[config.mk]
export PLATFORM = sky130hd
export DESIGN_NAME = csu_div
export DESIGN_NICKNAME = d
export VERILOG_FILES = /design/src/rtl/csu_pkg.sv /design/src/rtl/csu_div.sv
export SDC_FILE = /design/constraint.sdc
export NUM_CORES = 1
export LEC_CHECK = 0
export CORE_ASPECT_RATIO = 0.6
export CORE_MARGIN = 4
export CORE_UTILIZATION = 55
export CTS_CLUSTER_SIZE = 25
export DETAILED_ROUTE_END_ITERATION = 10
export DONT_BUFFER_PORTS = 1
export GPL_TIMING_DRIVEN = 0
export PLACE_DENSITY = 0.73
export SLEW_MARGIN = 40
export SYNTH_ARGS = -nofsm -noshare
export SYNTH_HDL_FRONTEND = slang
export SYNTH_SLANG_ARGS = --single-unit
[constraint.sdc]
create_clock -name i_clk -period 3.1 [get_ports i_clk]
set_clock_uncertainty 0.05 [all_clocks]
set_input_delay 0.775 -clock i_clk [delete_from_list [all_inputs] [get_ports i_clk]]
set_output_delay 0.775 -clock i_clk [all_outputs]
set_load 0.02 [all_outputs]
[src/rtl/csu_pkg.sv]
// Shared constants and types for the chi-square uniformity test block.
package csu_pkg;

    localparam int NUM_CLASSES_DEF = 10;
    localparam int COUNT_BITS_DEF  = 16;

    localparam int SAMPLE_W  = 8;
    localparam int CHI_W     = 40;
    localparam int TOTAL_W   = 16;
    localparam int EXP_W     = 13;
    localparam int FRAC_BITS = 8;
    localparam int SUM_W     = 64;
    localparam int DIV_W     = SUM_W + FRAC_BITS;

    localparam logic [TOTAL_W-1:0] TOTAL_MAX = '1;
    localparam logic [EXP_W-1:0]   EXP_MAX   = '1;
    localparam logic [CHI_W-1:0]   CHI_MAX   = '1;

    localparam int                 APB_ADDR_W = 4;
    localparam int                 APB_DATA_W = 64;
    localparam logic               REG_CRIT   = 1'b0;   // register index, paddr[3]
    localparam logic [CHI_W-1:0]   CRIT_RESET = 40'd4332;

    typedef enum logic [2:0] {
        S_IDLE,
        S_EXP,
        S_SQ,
        S_ACC,
        S_CHI_GO,
        S_CHI_WAIT,
        S_OUT
    } t_state;

endpackage

[src/rtl/csu_div.sv]
// Bit-serial restoring divider, one quotient bit per cycle.
module csu_div import csu_pkg::*; #(
    parameter int DDW = DIV_W,
    parameter int DVW = COUNT_BITS_DEF
) (
    input  logic                       i_clk,
    input  logic                       i_rst_n,
    input  logic                       i_start,
    input  logic [DDW-1:0]             i_dividend,
    input  logic [DVW-1:0]             i_divisor,
    input  logic [$clog2(DDW+1)-1:0]   i_steps,
    output logic                       o_done,
    output logic [DDW-1:0]             o_quotient
);
    localparam int STEP_W = $clog2(DDW+1);

    logic              r_busy;
    logic              r_done;
    logic [STEP_W-1:0] r_cnt;
    logic [DVW-1:0]    r_rem;
    logic [DDW-1:0]    r_quo;
    logic [DVW-1:0]    r_dvs;

    logic [DVW:0]      n_shift;
    logic [DVW:0]      n_diff;
    logic              n_ge;
    logic [DVW-1:0]    n_rem;
    logic [DDW-1:0]    n_quo;

    // dividend bits leave at the top while quotient bits enter at the bottom
    always_comb begin
        n_shift = {r_rem, r_quo[DDW-1]};
        n_ge    = (n_shift >= {1'b0, r_dvs});
        n_diff  = n_shift - {1'b0, r_dvs};
        n_rem   = n_ge ? n_diff[DVW-1:0] : n_shift[DVW-1:0];
        n_quo   = {r_quo[DDW-2:0], n_ge};
    end

    always_ff @(posedge i_clk) begin
        if (!i_rst_n) begin
            r_busy <= 1'b0;
            r_done <= 1'b0;
            r_cnt  <= '0;
        end else begin
            r_done <= 1'b0;
            if (i_start) begin
                r_busy <= 1'b1;
                r_cnt  <= i_steps;
            end else if (r_busy) begin
                r_cnt <= r_cnt - 1'b1;
                if (r_cnt == STEP_W'(1)) begin
                    r_busy <= 1'b0;
                    r_done <= 1'b1;
                end
            end
        end
    end

    always_ff @(posedge i_clk) begin
        if (i_start) begin
            r_rem <= '0;
            r_quo <= i_dividend;
            r_dvs <= i_divisor;
        end else if (r_busy) begin
            r_rem <= n_rem;
            r_quo <= n_quo;
        end
    end

    assign o_done     = r_done;
    assign o_quotient = r_quo;

endmodule

==> flow_metrics.py <==
metrics = {
    "sta": {
        "slew_headroom_pct": 50.9,
        "tightestPinTransition_ps": 734,
        "hold_viol_final": 0,
        "whs_ps": 414,
        "drv_slew": 0,
        "final.setup.tns_ps": 0,
        "fin_crit_ps": 2960,
        "fmax_ghz": 0.338,
        "rsz0062_at_grt": "no",
        "fin_crit_sh_pct": 95.4,
        "setup_viol": 0,
    },
    "final_layout": {
        "syn_to_final_growth_pct": 14.6,
        "drive_gt1_share_pct": 26.3,
        "nFillCells": 780,
        "final_nets": 609,
        "stdcell_area_sq_um": 6660,
        "stdcell_count": 640,
        "antenna_cells": 0,
    },
    "clocking": {
        "cts_max_level": 4,
        "clk_latency_ps": 400,
        "hold_buffers": 0,
        "post_cts_buffers": 0,
        "cts_tree": "done",
        "max-clock-path-buffers": 2,
        "numCtsBuffers": 17,
        "cts.sinks": 113,
        "cts_root_buf": "clkbuf_16",
        "cts.reportedPaths.clkPinSlew_ps": 60,
    },
    "route": {
        "dr.pass1.iters": 5,
        "postRouteAntennaNets": 0,
        "via_count": 3864,
        "dr.first_iter.drc_count": 254,
        "drc": 0,
        "wl_um": 13900,
        "post_drt_wl_per_cell_um": 21.7,
        "via_per_inst": 6.04,
    },
    "critical_path": {
        "startpoint_type": "flop",
        "regToRegSetupSlack_ps": 140,
        "path_max_fanout": 3,
        "crit_path_top_delay_cell": "or4_4",
        "cp_slowest_stage_delay_ps": 530,
        "path_class": "flop to flop",
        "critPathBufInv": 1,
        "critPathTopFamily": "simple AND/OR/NAND/NOR gates",
        "crit_chain": "inv_2, ha_1, fa_2, and2b_1, o2111ai_1, and3_1, or4_4, a2111oi_4, a211o_1",
        "arrival_ps": 3250,
        "required_ps": 3390,
        "endpoint_kind": "flop",
    },
    "global_routing": {
        "grt_pass1_wl_um": 20700,
        "antenna_found_initial": 0,
        "grt_overflow": 0,
        "grtUsageTotal_pct": 21.8,
        "grt_max_degree": 43,
        "grt_pass1_vias": 3758,
    },
    "synthesis": {
        "synth-compound-area-share_pct": 12.4,
        "synth_xor_area_share_pct": 1.66,
        "synth_area_sq_um": 5810,
        "ys_ff_latch": 113,
        "synth_top_family_by_area": "multiplexers",
        "synth-main-ff-cell": "edfxtp_1",
        "synth_cell_type_count": 60,
        "syn-instance-count": 472,
        "synthMuxAreaShare_pct": 14.5,
        "synthAdderAreaFrac_pct": 4.22,
        "syn-num-nets": 589,
        "synth-simple-area-share_pct": 9.62,
        "ys_async_sr_fraction_pct": 0,
        "yosysWarnings": 0,
        "ys_seq_area_share_pct": 54.1,
        "synth_edf_count": 88,
        "syn_area_per_cell_sq_um": 12.3,
    },
    "run_status": {
        "outcome": "finished, final reports clean",
    },
    "power": {
        "combPwrFrac_pct": 10.3,
        "netSwitchingFraction_pct": 26.5,
        "pwr_density_cell_nw_per_um2": 689,
        "p_int_mw": 3.37,
        "leakagePower_nw": 2.49,
        "peakVddDrop_mv": 0.511,
        "clock_power_share_pct": 45.4,
        "p_sw_mw": 1.22,
        "p_seq_share_pct": 44.3,
    },
    "die": {
        "dieArea_sq_um": 12300,
        "initial_core_util_pct": 57.6,
        "die_h_um": 87.6,
        "fp.dieW_um": 141,
        "placeableCoreArea_sq_um": 10100,
        "num_rows": 28,
        "pin_count": 171,
    },
    "job": {
        "cap_violations": 0,
    },
    "placed_design": {
        "place_area_sq_um": 6010,
        "gp_congestion": 0.966,
        "dp_cells": 608,
        "port_buffers": 0,
        "dp_hpwl_um": 10200,
    },
    "hold_path": {
        "hp-class": "primary input to flop",
    },
}
## logic make-up after synthesis
kind of cell | Yosys count
buf+inv | 47
flops | 113
fa+ha+maj | 19
xor+xnor | 11
simple gates | 115
mux | 75
compound gates | 92
## worst register-to-register path: stages (launching register included)
cell,delay [ps]
edfxtp_1,490
inv_2,90
ha_1,250
fa_2,370
and2b_1,250
o2111ai_1,140
and3_1,200
or4_4,530
a2111oi_4,380
a211o_1,150
## power groups by stage
stage,clock network [mW],logic (mW),registers (mW)
finish,2.08,0.475,2.03
global route,2.21,0.521,2.05
CTS,2.11,0.465,2.03
detailed placement,0,0.460,2.06
global placement,0,0.439,2.06
floorplan,0,0.369,2.02
## cells in the final DEF, fill, tap and decap left out, types with 4 or more instances in the layout
| cell | instances |
|---|---|
| edfxtp_1 | 88 |
| mux2_2 | 73 |
| nor2_1 | 33 |
| nand2_1 | 29 |
| dfxtp_1 | 25 |
| inv_1 | 23 |
| a21oi_1 | 19 |
| ha_1 | 18 |
| nand3_1 | 17 |
| clkbuf_16 | 17 |
| clkbuf_1 | 15 |
| o211ai_1 | 9 |
| o21ai_0 | 7 |
| xnor2_1 | 7 |
| a21o_1 | 6 |
| o21ai_1 | 6 |
| and2_1 | 6 |
| nor3_1 | 6 |
| a311oi_2 | 6 |
| a211oi_1 | 5 |
| nor4_1 | 5 |
| inv_6 | 5 |
| xor2_1 | 4 |
| a311o_1 | 4 |
| bufinv_16 | 4 |
## metrics by stage
stage	util, %	setup WS [ps]	power [mW]
global route	66.0	19.9	4.77
detailed placement	59.5	-50.9	2.52
finish	66.0	141	4.59
floorplan	-	49.2	2.39
CTS	65.8	31.0	4.61
global placement	59.3	-842	2.50
## synthesized netlist by cell type, drive strengths merged, types with 2 or more instances
cell type / n / area, sq um
a2111oi: 4 / 41.3
a211o: 2 / 17.5
a211oi: 7 / 70.1
a21o: 6 / 45.0
a21oi: 19 / 95.1
a311o: 4 / 40.0
a311oi: 8 / 108
and2: 6 / 37.5
and2b: 2 / 15.0
and3: 2 / 12.5
and4: 2 / 20.0
buf: 7 / 55.1
clkbuf: 15 / 56.3
dfxtp: 25 / 500
edfxtp: 88 / 2640
ha: 18 / 225
inv: 25 / 93.8
mux2: 74 / 833
nand2: 30 / 120
nand3: 17 / 85.1
nand3b: 3 / 22.5
nor2: 34 / 128
nor2b: 3 / 18.8
nor3: 7 / 40.0
nor4: 5 / 31.3
o211ai: 9 / 67.6
o21a: 3 / 22.5
o21ai: 15 / 82.6
o21bai: 3 / 22.5
o31ai: 3 / 22.5
xnor2: 7 / 61.3
xor2: 4 / 35.0
## timing repair
action                     in CTS  in global routing
resized for setup               2                  4
pin swaps                       0                  0
setup endpoints to repair       1                  1
## worst paths after layout
path / depth (start not counted) / to / from
setup reg to reg: 9 / r_rem[8] / o_quotient[71]
setup / recovery: 9 / r_rem[8] / o_quotient[71]
hold reg to reg: 1 / r_rem[8] / r_rem[8]
hold / removal: 0 / r_dvs[3] / i_divisor[3]
## layout make-up
cell class / count / area, sq um / area share [%]
inverter: 25 / 96.3 / 1.45
clock inverter: 15 / 204 / 3.06
multi-input combinational: 312 / 2490 / 37.4
buffer: 22 / 111 / 1.67
sequential: 113 / 3140 / 47.2
tap: 135 / 169 / 2.54
clock buffer: 17 / 425 / 6.38
timing repair buffer: 1 / 20.0 / 0.300
## sequential cells by signal, indices dropped and copies added, names as in the netlist
signal and count:
r_cnt 7, o_done 1, r_dvs 16, r_busy 1, r_rem 16, o_quotient 72
## per-layer routing
| metal | global-route usage (%) | up-vias | wire length [um] |
|---|---|---|---|
| li1 | - | 1830 | - |
| met5 | 0 | - | 0 |
| met2 | 30.9 | 192 | 5990 |
| met4 | 5.72 | 0 | 104 |
| met1 | 30.0 | 1828 | 5980 |
| met3 | 10.9 | 14 | 1790 |
(Power assumes the default switching activity.)
